**config.mk**
```make
export PLATFORM = sky130hd
export DESIGN_NAME = multiset_combination_generator_flat
export DESIGN_NICKNAME = d
export VERILOG_FILES = /design/src/hw/rtl/mcg_pkg.sv /design/src/hw/rtl/mcg_if.sv /design/src/hw/rtl/mcg_store.sv /design/src/hw/rtl/mcg_engine.sv /design/src/hw/rtl/multiset_combination_generator.sv /design/src/flat_wrapper.sv
export SDC_FILE = /design/constraint.sdc
export NUM_CORES = 1
export LEC_CHECK = 0
export BUFFER_PORTS_ARGS = -buffer_cell sky130_fd_sc_hd__buf_2
export CAP_MARGIN = 30
export CORE_ASPECT_RATIO = 0.75
export CORE_UTILIZATION = 30
export CTS_BUF_LIST = sky130_fd_sc_hd__clkbuf_4 sky130_fd_sc_hd__clkbuf_8 sky130_fd_sc_hd__clkbuf_16
export CTS_CLUSTER_DIAMETER = 30
export DETAILED_ROUTE_END_ITERATION = 7
export GPL_TIMING_DRIVEN = 0
export PLACE_DENSITY = 0.43
export SLEW_MARGIN = 15
export SYNTH_ARGS = -nofsm -noshare
export SYNTH_HDL_FRONTEND = slang
export SYNTH_SLANG_ARGS = --single-unit
export TNS_END_PERCENT = 50
```
**constraint.sdc**
```tcl
create_clock -name clock -period 20.4 [get_ports clock]
set_clock_uncertainty 0.15 [all_clocks]
set_input_delay 3.06 -clock clock [delete_from_list [all_inputs] [get_ports clock]]
set_output_delay 3.06 -clock clock [all_outputs]
set_load 0.02 [all_outputs]
```
**src/hw/rtl/mcg_pkg.sv**
```systemverilog
`timescale 1ns / 1ps
// ----------------------------------------------------------------------------
// mcg_pkg
// Shared types and constants of the multiset combination generator.
// ----------------------------------------------------------------------------
package mcg_pkg;

   localparam int MAX_VALUES_DEF = 8;
   localparam int MAX_LENGTH_DEF = 8;
   localparam int NUM_ELEMS      = 8;
   localparam int ELEM_IDX_W     = 3;
   localparam int VALUE_W        = 16;
   localparam int CMD_W          = 2;
   localparam int LEN_W          = 4;

   typedef enum logic [CMD_W-1:0] {
      CMD_CLEAR = 2'd0,
      CMD_LOAD  = 2'd1,
      CMD_NEXT  = 2'd2
   } cmd_type;

   typedef enum logic [2:0] {
      ST_IDLE,
      ST_INSERT,
      ST_GATHER,
      ST_SEARCH,
      ST_FILL,
      ST_OUTPUT
   } state_type;

   typedef struct packed {
      logic [NUM_ELEMS-1:0][VALUE_W-1:0] elem;
      logic                              is_final;
      logic                              status;
   } result_type;

endpackage

```
**src/hw/rtl/mcg_if.sv**
```systemverilog
`timescale 1ns / 1ps
// ----------------------------------------------------------------------------
// mcg_req_if / mcg_rsp_if
// Valid/ready channels for command transactions and sequence results.
// ----------------------------------------------------------------------------
interface mcg_req_if;
   import mcg_pkg::*;

   logic               valid;
   logic               ready;
   logic [CMD_W-1:0]   command;
   logic [VALUE_W-1:0] value;

   modport source (output valid, output command, output value, input ready);
   modport sink   (input valid, input command, input value, output ready);
endinterface

interface mcg_rsp_if;
   import mcg_pkg::*;

   logic               valid;
   logic               ready;
   logic [VALUE_W-1:0] elem_0;
   logic [VALUE_W-1:0] elem_1;
   logic [VALUE_W-1:0] elem_2;
   logic [VALUE_W-1:0] elem_3;
   logic [VALUE_W-1:0] elem_4;
   logic [VALUE_W-1:0] elem_5;
   logic [VALUE_W-1:0] elem_6;
   logic [VALUE_W-1:0] elem_7;
   logic               is_final;
   logic               status;

   modport source (output valid, output elem_0, output elem_1, output elem_2,
                   output elem_3, output elem_4, output elem_5, output elem_6,
                   output elem_7, output is_final, output status, input ready);
   modport sink   (input valid, input elem_0, input elem_1, input elem_2,
                   input elem_3, input elem_4, input elem_5, input elem_6,
                   input elem_7, input is_final, input status, output ready);
endinterface

```
**src/hw/rtl/mcg_store.sv**
```systemverilog
`timescale 1ns / 1ps
// ----------------------------------------------------------------------------
// mcg_store
// Sorted value register file: one write port, one read port.
// ----------------------------------------------------------------------------
module mcg_store #(
   parameter int DEPTH  = mcg_pkg::MAX_VALUES_DEF,
   parameter int ADDR_W = (DEPTH > 1) ? $clog2(DEPTH) : 1
) (
   input  logic                        clock,
   input  logic                        wr_en,
   input  logic [ADDR_W-1:0]           wr_addr,
   input  logic [mcg_pkg::VALUE_W-1:0] wr_data,
   input  logic [ADDR_W-1:0]           rd_addr,
   output logic [mcg_pkg::VALUE_W-1:0] rd_data
);
   import mcg_pkg::*;

   logic [VALUE_W-1:0] values_ff [DEPTH];

   always_ff @(posedge clock) begin
      if (wr_en) begin
         values_ff[wr_addr] <= wr_data;
      end
   end

   assign rd_data = values_ff[rd_addr];

endmodule

```
**src/hw/rtl/mcg_engine.sv**
```systemverilog
`timescale 1ns / 1ps
// ----------------------------------------------------------------------------
// mcg_engine
// Sequencer around one shared comparator: sorted insert, index gather,
// rightmost-advance search and fill of the position vector.
// ----------------------------------------------------------------------------
module mcg_engine #(
   parameter int MAX_VALUES = mcg_pkg::MAX_VALUES_DEF,
   parameter int MAX_LENGTH = mcg_pkg::MAX_LENGTH_DEF,
   parameter int IDX_W      = (MAX_VALUES > 1) ? $clog2(MAX_VALUES) : 1
) (
   input  logic                        clock,
   input  logic                        reset,
   input  logic                        req_valid,
   output logic                        req_ready,
   input  logic [mcg_pkg::CMD_W-1:0]   req_command,
   input  logic [mcg_pkg::VALUE_W-1:0] req_value,
   input  logic                        cfg_restart,
   input  logic [mcg_pkg::LEN_W-1:0]   eff_len,
   output logic                        store_wr_en,
   output logic [IDX_W-1:0]            store_wr_addr,
   output logic [mcg_pkg::VALUE_W-1:0] store_wr_data,
   output logic [IDX_W-1:0]            store_rd_addr,
   input  logic [mcg_pkg::VALUE_W-1:0] store_rd_data,
   output logic                        res_valid,
   input  logic                        res_take,
   output mcg_pkg::result_type         res
);
   import mcg_pkg::*;

   localparam int CNT_W = $clog2(MAX_VALUES + 1);
   localparam int KW    = (MAX_LENGTH > 1) ? $clog2(MAX_LENGTH) : 1;

   state_type          state_ff, state_in;
   logic [CNT_W-1:0]   count_ff, count_in;
   logic [IDX_W-1:0]   pos_ff [MAX_LENGTH];
   logic [IDX_W-1:0]   pos_in [MAX_LENGTH];
   logic               exh_ff, exh_in;
   logic [KW-1:0]      k_ff, k_in;
   logic [CNT_W-1:0]   ptr_ff, ptr_in;
   logic [VALUE_W-1:0] val_ff, val_in;
   logic [IDX_W-1:0]   nv_ff, nv_in;
   result_type         res_ff, res_in;

   logic [VALUE_W-1:0] cmp_a;
   logic [VALUE_W-1:0] cmp_b;
   logic               cmp_gt;
   logic [IDX_W-1:0]   cur_pos;
   logic [KW-1:0]      last_pos;

   assign cmp_gt   = cmp_a > cmp_b;
   assign cur_pos  = pos_ff[k_ff];
   assign last_pos = KW'(eff_len - 1'b1);
   assign res      = res_ff;

   always_ff @(posedge clock) begin
      if (reset) begin
         state_ff <= ST_IDLE;
         count_ff <= '0;
         exh_ff   <= 1'b0;
         for (int i = 0; i < MAX_LENGTH; i++) begin
            pos_ff[i] <= '0;
         end
      end else begin
         state_ff <= state_in;
         count_ff <= count_in;
         exh_ff   <= exh_in;
         pos_ff   <= pos_in;
      end
   end

   always_ff @(posedge clock) begin
      k_ff   <= k_in;
      ptr_ff <= ptr_in;
      val_ff <= val_in;
      nv_ff  <= nv_in;
      res_ff <= res_in;
   end

   always_comb begin
      state_in      = state_ff;
      count_in      = count_ff;
      pos_in        = pos_ff;
      exh_in        = exh_ff;
      k_in          = k_ff;
      ptr_in        = ptr_ff;
      val_in        = val_ff;
      nv_in         = nv_ff;
      res_in        = res_ff;
      store_wr_en   = 1'b0;
      store_wr_addr = IDX_W'(ptr_ff);
      store_wr_data = val_ff;
      store_rd_addr = '0;
      cmp_a         = '0;
      cmp_b         = '0;
      req_ready     = 1'b0;
      res_valid     = 1'b0;

      case (state_ff)
         ST_IDLE: begin
            req_ready = 1'b1;
            if (req_valid) begin
               case (req_command)
                  CMD_CLEAR: begin
                     count_in = '0;
                     exh_in   = 1'b0;
                     pos_in   = '{default: '0};
                  end
                  CMD_LOAD: begin
                     exh_in = 1'b0;
                     pos_in = '{default: '0};
                     if (count_ff != CNT_W'(MAX_VALUES)) begin
                        val_in   = req_value;
                        ptr_in   = count_ff;
                        state_in = ST_INSERT;
                     end
                  end
                  CMD_NEXT: begin
                     res_in = '0;
                     if (count_ff == '0 || exh_ff) begin
                        res_in.status = 1'b1;
                        state_in      = ST_OUTPUT;
                     end else begin
                        k_in     = '0;
                        state_in = ST_GATHER;
                     end
                  end
                  default: begin
                  end
               endcase
            end
         end
         ST_INSERT: begin
            store_rd_addr = IDX_W'(ptr_ff - 1'b1);
            cmp_a         = store_rd_data;
            cmp_b         = val_ff;
            store_wr_en   = 1'b1;
            if (ptr_ff != '0 && cmp_gt) begin
               store_wr_data = store_rd_data;
               ptr_in        = ptr_ff - 1'b1;
            end else begin
               count_in = count_ff + 1'b1;
               state_in = ST_IDLE;
            end
         end
         ST_GATHER: begin
            cmp_a         = VALUE_W'(count_ff);
            cmp_b         = VALUE_W'(cur_pos);
            store_rd_addr = cmp_gt ? cur_pos : IDX_W'(count_ff - 1'b1);
            res_in.elem[ELEM_IDX_W'(k_ff)] = store_rd_data;
            if (k_ff == last_pos) begin
               state_in = ST_SEARCH;
            end else begin
               k_in = k_ff + 1'b1;
            end
         end
         ST_SEARCH: begin
            cmp_a = VALUE_W'(count_ff);
            cmp_b = VALUE_W'(cur_pos) + VALUE_W'(1);
            if (cmp_gt) begin
               nv_in    = cur_pos + 1'b1;
               state_in = ST_FILL;
            end else if (k_ff == '0) begin
               exh_in          = 1'b1;
               res_in.is_final = 1'b1;
               state_in        = ST_OUTPUT;
            end else begin
               k_in = k_ff - 1'b1;
            end
         end
         ST_FILL: begin
            pos_in[k_ff] = nv_ff;
            if (k_ff == last_pos) begin
               state_in = ST_OUTPUT;
            end else begin
               k_in = k_ff + 1'b1;
            end
         end
         ST_OUTPUT: begin
            res_valid = 1'b1;
            if (res_take) begin
               state_in = ST_IDLE;
            end
         end
         default: begin
            state_in = ST_IDLE;
         end
      endcase

      if (cfg_restart) begin
         pos_in = '{default: '0};
         exh_in = 1'b0;
      end
   end

endmodule

```
**src/hw/rtl/multiset_combination_generator.sv**
```systemverilog
`timescale 1ns / 1ps
// ----------------------------------------------------------------------------
// multiset_combination_generator
// Sorted multiset store with lexicographic combination-with-repetition output.
//
// req_chan carries command transactions: clear the store, load a value
// (inserted in ascending order after equal values, dropped when the store is
// full) or request the next sequence. Each next request returns one rsp_chan
// transaction; clear and load return nothing. csr_wr_en/csr_wr_data set the
// sequence length, which the user writes only while the block is idle (not
// enforced by the block); a write, a clear or a load restarts the enumeration.
// Each transaction runs step by step, set by the single comparator and the
// single store read port:
//   clear: the accept step alone. load: accept, one shift per cycle for each
//   larger stored value, then the write. next: gather, search back, fill and
//   hand over; only the accept and the hand-over when the store is empty or exhausted.
// req_chan.ready is high only between transactions. A result sits in an
// output register, so the next transaction is accepted while rsp_chan stalls;
// a further result waits inside until that register frees up.
// Reset empties the store, sets the length to 1 and drops any pending result.
// ----------------------------------------------------------------------------
module multiset_combination_generator #(
   parameter int MAX_VALUES = mcg_pkg::MAX_VALUES_DEF,
   parameter int MAX_LENGTH = mcg_pkg::MAX_LENGTH_DEF
) (
   input  logic                      clock,
   input  logic                      reset,
   mcg_req_if.sink                   req_chan,
   mcg_rsp_if.source                 rsp_chan,
   input  logic                      csr_wr_en,
   input  logic [mcg_pkg::LEN_W-1:0] csr_wr_data
);
   import mcg_pkg::*;

   localparam int IDX_W = (MAX_VALUES > 1) ? $clog2(MAX_VALUES) : 1;

   logic [LEN_W-1:0]   seq_len_ff, seq_len_in;
   logic [LEN_W-1:0]   eff_len;
   logic               rsp_valid_ff, rsp_valid_in;
   result_type         rsp_data_ff, rsp_data_in;

   logic               store_wr_en;
   logic [IDX_W-1:0]   store_wr_addr;
   logic [VALUE_W-1:0] store_wr_data;
   logic [IDX_W-1:0]   store_rd_addr;
   logic [VALUE_W-1:0] store_rd_data;
   logic               res_valid;
   logic               res_take;
   result_type         res;

   always_comb begin
      if (seq_len_ff == '0) begin
         eff_len = LEN_W'(1);
      end else if (seq_len_ff > LEN_W'(MAX_LENGTH)) begin
         eff_len = LEN_W'(MAX_LENGTH);
      end else begin
         eff_len = seq_len_ff;
      end
   end

   assign seq_len_in   = csr_wr_en ? csr_wr_data : seq_len_ff;
   assign res_take     = res_valid && (!rsp_valid_ff || rsp_chan.ready);
   assign rsp_valid_in = res_take ? 1'b1 : (rsp_chan.ready ? 1'b0 : rsp_valid_ff);
   assign rsp_data_in  = res_take ? res : rsp_data_ff;

   always_ff @(posedge clock) begin
      if (reset) begin
         seq_len_ff   <= LEN_W'(1);
         rsp_valid_ff <= 1'b0;
      end else begin
         seq_len_ff   <= seq_len_in;
         rsp_valid_ff <= rsp_valid_in;
      end
   end

   always_ff @(posedge clock) begin
      rsp_data_ff <= rsp_data_in;
   end

   mcg_store #(
      .DEPTH  (MAX_VALUES),
      .ADDR_W (IDX_W)
   ) u_store (
      .clock   (clock),
      .wr_en   (store_wr_en),
      .wr_addr (store_wr_addr),
      .wr_data (store_wr_data),
      .rd_addr (store_rd_addr),
      .rd_data (store_rd_data)
   );

   mcg_engine #(
      .MAX_VALUES (MAX_VALUES),
      .MAX_LENGTH (MAX_LENGTH),
      .IDX_W      (IDX_W)
   ) u_engine (
      .clock         (clock),
      .reset         (reset),
      .req_valid     (req_chan.valid),
      .req_ready     (req_chan.ready),
      .req_command   (req_chan.command),
      .req_value     (req_chan.value),
      .cfg_restart   (csr_wr_en),
      .eff_len       (eff_len),
      .store_wr_en   (store_wr_en),
      .store_wr_addr (store_wr_addr),
      .store_wr_data (store_wr_data),
      .store_rd_addr (store_rd_addr),
      .store_rd_data (store_rd_data),
      .res_valid     (res_valid),
      .res_take      (res_take),
      .res           (res)
   );

   assign rsp_chan.valid    = rsp_valid_ff;
   assign rsp_chan.elem_0   = rsp_data_ff.elem[0];
   assign rsp_chan.elem_1   = rsp_data_ff.elem[1];
   assign rsp_chan.elem_2   = rsp_data_ff.elem[2];
   assign rsp_chan.elem_3   = rsp_data_ff.elem[3];
   assign rsp_chan.elem_4   = rsp_data_ff.elem[4];
   assign rsp_chan.elem_5   = rsp_data_ff.elem[5];
   assign rsp_chan.elem_6   = rsp_data_ff.elem[6];
   assign rsp_chan.elem_7   = rsp_data_ff.elem[7];
   assign rsp_chan.is_final = rsp_data_ff.is_final;
   assign rsp_chan.status   = rsp_data_ff.status;

endmodule

```
**src/flat_wrapper.sv**
```systemverilog
// flat-port wrapper written by rule: the top's interface ports become plain ports
module multiset_combination_generator_flat import mcg_pkg::*;
#(
   parameter int MAX_VALUES = mcg_pkg::MAX_VALUES_DEF,
   parameter int MAX_LENGTH = mcg_pkg::MAX_LENGTH_DEF
)
  (clock, reset, csr_wr_en, csr_wr_data, req_chan_valid, req_chan_command, req_chan_value, req_chan_ready, rsp_chan_valid, rsp_chan_elem_0, rsp_chan_elem_1, rsp_chan_elem_2, rsp_chan_elem_3, rsp_chan_elem_4, rsp_chan_elem_5, rsp_chan_elem_6, rsp_chan_elem_7, rsp_chan_is_final, rsp_chan_status, rsp_chan_ready);
  mcg_req_if req_chan_i ();
  mcg_rsp_if rsp_chan_i ();
  input  logic clock;
  input  logic reset;
  input  logic csr_wr_en;
  input  logic [mcg_pkg::LEN_W-1:0] csr_wr_data;
  input wire logic [$bits(req_chan_i.valid)-1:0] req_chan_valid;
  input wire logic [$bits(req_chan_i.command)-1:0] req_chan_command;
  input wire logic [$bits(req_chan_i.value)-1:0] req_chan_value;
  output wire logic [$bits(req_chan_i.ready)-1:0] req_chan_ready;
  output wire logic [$bits(rsp_chan_i.valid)-1:0] rsp_chan_valid;
  output wire logic [$bits(rsp_chan_i.elem_0)-1:0] rsp_chan_elem_0;
  output wire logic [$bits(rsp_chan_i.elem_1)-1:0] rsp_chan_elem_1;
  output wire logic [$bits(rsp_chan_i.elem_2)-1:0] rsp_chan_elem_2;
  output wire logic [$bits(rsp_chan_i.elem_3)-1:0] rsp_chan_elem_3;
  output wire logic [$bits(rsp_chan_i.elem_4)-1:0] rsp_chan_elem_4;
  output wire logic [$bits(rsp_chan_i.elem_5)-1:0] rsp_chan_elem_5;
  output wire logic [$bits(rsp_chan_i.elem_6)-1:0] rsp_chan_elem_6;
  output wire logic [$bits(rsp_chan_i.elem_7)-1:0] rsp_chan_elem_7;
  output wire logic [$bits(rsp_chan_i.is_final)-1:0] rsp_chan_is_final;
  output wire logic [$bits(rsp_chan_i.status)-1:0] rsp_chan_status;
  input wire logic [$bits(rsp_chan_i.ready)-1:0] rsp_chan_ready;
  assign req_chan_i.valid = req_chan_valid;
  assign req_chan_i.command = req_chan_command;
  assign req_chan_i.value = req_chan_value;
  assign req_chan_ready = req_chan_i.ready;
  assign rsp_chan_valid = rsp_chan_i.valid;
  assign rsp_chan_elem_0 = rsp_chan_i.elem_0;
  assign rsp_chan_elem_1 = rsp_chan_i.elem_1;
  assign rsp_chan_elem_2 = rsp_chan_i.elem_2;
  assign rsp_chan_elem_3 = rsp_chan_i.elem_3;
  assign rsp_chan_elem_4 = rsp_chan_i.elem_4;
  assign rsp_chan_elem_5 = rsp_chan_i.elem_5;
  assign rsp_chan_elem_6 = rsp_chan_i.elem_6;
  assign rsp_chan_elem_7 = rsp_chan_i.elem_7;
  assign rsp_chan_is_final = rsp_chan_i.is_final;
  assign rsp_chan_status = rsp_chan_i.status;
  assign rsp_chan_i.ready = rsp_chan_ready;
  multiset_combination_generator #(.MAX_VALUES(MAX_VALUES), .MAX_LENGTH(MAX_LENGTH)) u_core (.clock(clock), .reset(reset), .req_chan(req_chan_i), .rsp_chan(rsp_chan_i), .csr_wr_en(csr_wr_en), .csr_wr_data(csr_wr_data));
endmodule
```
==> summary.txt <==
Clocking
  – CTS sink count: 451
  – Worst-Skew Late Latency: 630 ps
  – Cts hold-fix bufs: 0
  – Post-CTS sizing: 0
  – Post-CTS setup buffer count: 0
  – Clk slew on worst S/H paths: 50 ps
  – CTS Buffer Depth: 3
  – Max H-tree Level: 3
  – CTS root buf: clkbuf_16
  – TritonCTS clock tree: yes
  – Total clock buffers created by CTS: 98

Synth
  – Mapped Nets: 1,319
  – Post-synthesis adder-cell area fraction: 1.52%
  – Post-synthesis compound-gate area fraction: 13.3%
  – Syn Inst Count: 1,270
  – Simple-gate portion of the synthesized area: 8.48%
  – Ys async rst share: 0%
  – Seq/Total Area, Yosys: 70.9%
  – Ys Warns: 6
  – Post-synth top area share: 66.9%
  – Synth area leaders: edfxtp_1 67%, dfxtp_1 4.0%, a21oi_1 3.6%
  – Synth Area per Inst: 14.6 sq um
  – Post-Synth XOR/XNOR Area: 0.519%
  – Multiplexer area fraction after synthesis: 2.92%
  – EDFF count, synth: 414
  – Most instantiated cells after synthesis: 414 x edfxtp_1, 135 x a21oi_1, 94 x nor2_1
  – Main combinational cell family by area after synthesis: compound AO/OA/AOI/OAI gates
  – Synth Register Bits: 451
  – Area leader, netlist: edfxtp_1
  – Synth unique cells: 82
  – Main synth FF type: edfxtp_1
  – Mapped cell area: 18,600 sq um
  – Count leader, synth: edfxtp_1

Route
  – Total wire length: 54,500 um
  – Antenna-violating nets left: 0
  – Pre-Repair DR Iteration Count: 7
  – Via count: 12,100
  – DR DRC count: 0
  – DR vias/cell: 4.98
  – Avg WL per Cell: 22.4 um
  – DRT iter0 DRCs: 950

Power
  – Overall power: 3.76 mW
  – PD cells: 155 nW/um^2
  – Leakage: 8.51 nW
  – Max VDD drop: 0.0000791 V

Setup path
  – Reg2reg end: u_core.u_store.values_ff[4][11]
  – Setup crit end: u_core.u_store.values_ff[4][11]
  – Crit-path max FO: 10
  – CP arrival: 14,990 ps
  – Launch point of the worst reg-to-reg path: u_core.u_engine.k_ff[0]
  – Slowest stage delay, CP: 720 ps
  – CP Capture Type: register
  – Cells on worst reg2reg path: 51
  – Worst Setup Path Type: register to register
  – FF-to-FF setup slack: 5590 ps
  – Crit-path slowest cell: nor4_2
  – CP most frequent cell: a21oi_1
  – Crit path launch type: register
  – CP required: 20,570 ps
  – CP Launch Point: u_core.u_engine.k_ff[0]

Outcome
  – Status: completed

Global route
  – Met1 GRT Util: 25.2%
  – Number of global-route vias before repair: 12,000
  – Antenna violations before repair: 0
  – Met2 Usage GRT: 25.3%
  – GRT overflow: 0
  – Busiest layer in global routing: met2
  – Met3 usage: 3.82%
  – Largest net degree at the start of global routing: 55
  – First-pass GRT wire length: 79,400 um
  – Total GRT Usage: 17.3%

Placed design
  – Final Wtd Congestion: 0.858
  – Number of port buffers: 157
  – Dpl cell area: 20,700 sq um
  – Post-DP HPWL: 37,700 um

STA
  – Final min period: 14,810 ps
  – Setup violations, final: 0
  – Fmax: 67.5 MHz
  – Final hold vios: 0
  – Slew margin rel.: 41.8%
  – Sum Neg Setup Slack: 0 ps
  – RSZ-0062 raised after global routing: false
  – Final Max Slew Viols: 0
  – Final hold slack: 259 ps
  – Worst Tran Pin Value: 867 ps
  – Final worst path period share: 72.6%

Floorplan
  – Site Rows: 78
  – Core area: 60,800 sq um
  – Die height: 218 um
  – # IOs: 159
  – Die area: 62,900 sq um
  – Die Width: 289 um
  – Initial Util: 30.6%

Layout
  – Utilization after layout: 40.0%
  – Post-route cell area: 24,300 sq um
  – ANT cells: 0
  – Area Growth Syn to Fin: 30.8%
  – Nets: 1,596
  – Layout cell share with drive strength beyond 1: 30.1%

Min path
  – Hold depth: 0
  – Worst min-delay path class: register to register

Run
  – Max cap viols: 0
per-stage QoR:
step	cells	setup WS (ps)
global route	2431	4980
detailed placement	2247	4360
floorplan	1270	8580
global placement	2227	4580
CTS	2431	4270
finish	2431	5590
metal layers:
layer / part of all wire (%) / up-vias
met5: 0 / -
met4: 2.4 / 0
met1: 49 / 6052
met2: 43 / 420
met3: 6.0 / 92
li1: - / 5554
worst max-delay path, delay by kind of cell, from the launching register on:
| kind | cells | cell delay, ps |
|---|---|---|
| flops | 1 | 310 |
| compound gates | 19 | 4610 |
| simple gates | 16 | 5160 |
| mux | 1 | 350 |
| buf+inv | 11 | 2520 |
| fa+ha+maj | 4 | 1320 |
layout by cell type (no fill, tap or decap), types with 18 or more instances in the layout:
cell / n
and3_1: 18
bufinv_16: 20
o21ai_0: 26
inv_1: 23
a22oi_1: 31
clkbuf_16: 99
mux2_2: 19
a21oi_1: 127
clkbuf_1: 37
dfxtp_1: 37
nor2_1: 88
edfxtp_1: 414
nand2_1: 69
buf_2: 177
ha_1: 21
nand3_1: 46
o21ai_1: 18
power by group:
part,internal [mW],switching [mW]
sequential,1.15,0.0260
clock,1.16,0.530
combinational,0.244,0.651
worst min-delay path by stage:
stage	start	end	slack, ps
floorplan	u_core.u_engine.res[2]	u_core.rsp_chan.elem_0[0]	250
global placement	u_core.u_engine.res[48]	u_core.rsp_chan.elem_2[14]	250
detailed placement	u_core.u_engine.res[29]	u_core.rsp_chan.elem_1[11]	250
CTS	u_core.u_engine.res[103]	u_core.rsp_chan.elem_6[5]	260
global route	u_core.u_engine.res[67]	u_core.rsp_chan.elem_4[1]	260
finish	u_core.u_engine.res[129]	u_core.rsp_chan.elem_7[15]	260
registers in the layout, indices dropped and copies added (netlist names), 4 cells and up:
name and flops:
u_core.rsp_chan.elem_3 16, u_core.seq_len_ff 4, u_core.u_engine.count_ff 4, u_core.rsp_chan.elem_0 16
u_core.u_engine.res 130, u_core.u_engine.ptr_ff 4, u_core.u_engine.pos_ff 24, u_core.rsp_chan.elem_4 16
u_core.u_store.values_ff 128, u_core.rsp_chan.elem_2 16, u_core.rsp_chan.elem_1 16, u_core.rsp_chan.elem_5 16
u_core.u_engine.val_ff 16, u_core.rsp_chan.elem_6 16, u_core.rsp_chan.elem_7 16
cell type report:
| cell class | count | area (sq um) |
|---|---|---|
| multi-input cells | 725 | 5030 |
| well taps | 800 | 1000 |
| fillers | 5646 | 36500 |
| clock inverters | 78 | 1080 |
| plain buffers | 71 | 362 |
| inverters | 23 | 86.3 |
| flip-flops and latches | 451 | 13200 |
| repair buffers | 177 | 1040 |
| clock buffers | 106 | 2530 |
logic make-up (layout without fill, tap and decap cells):
logic type      Yosys count  after routing
compound gates          339            339
flops                   451            451
simple gates            311            311
fa+ha+maj                22             22
mux                      42             42
buf+inv                  94            455
xor+xnor                 11             11
Power figures use the tool's default switching activity.
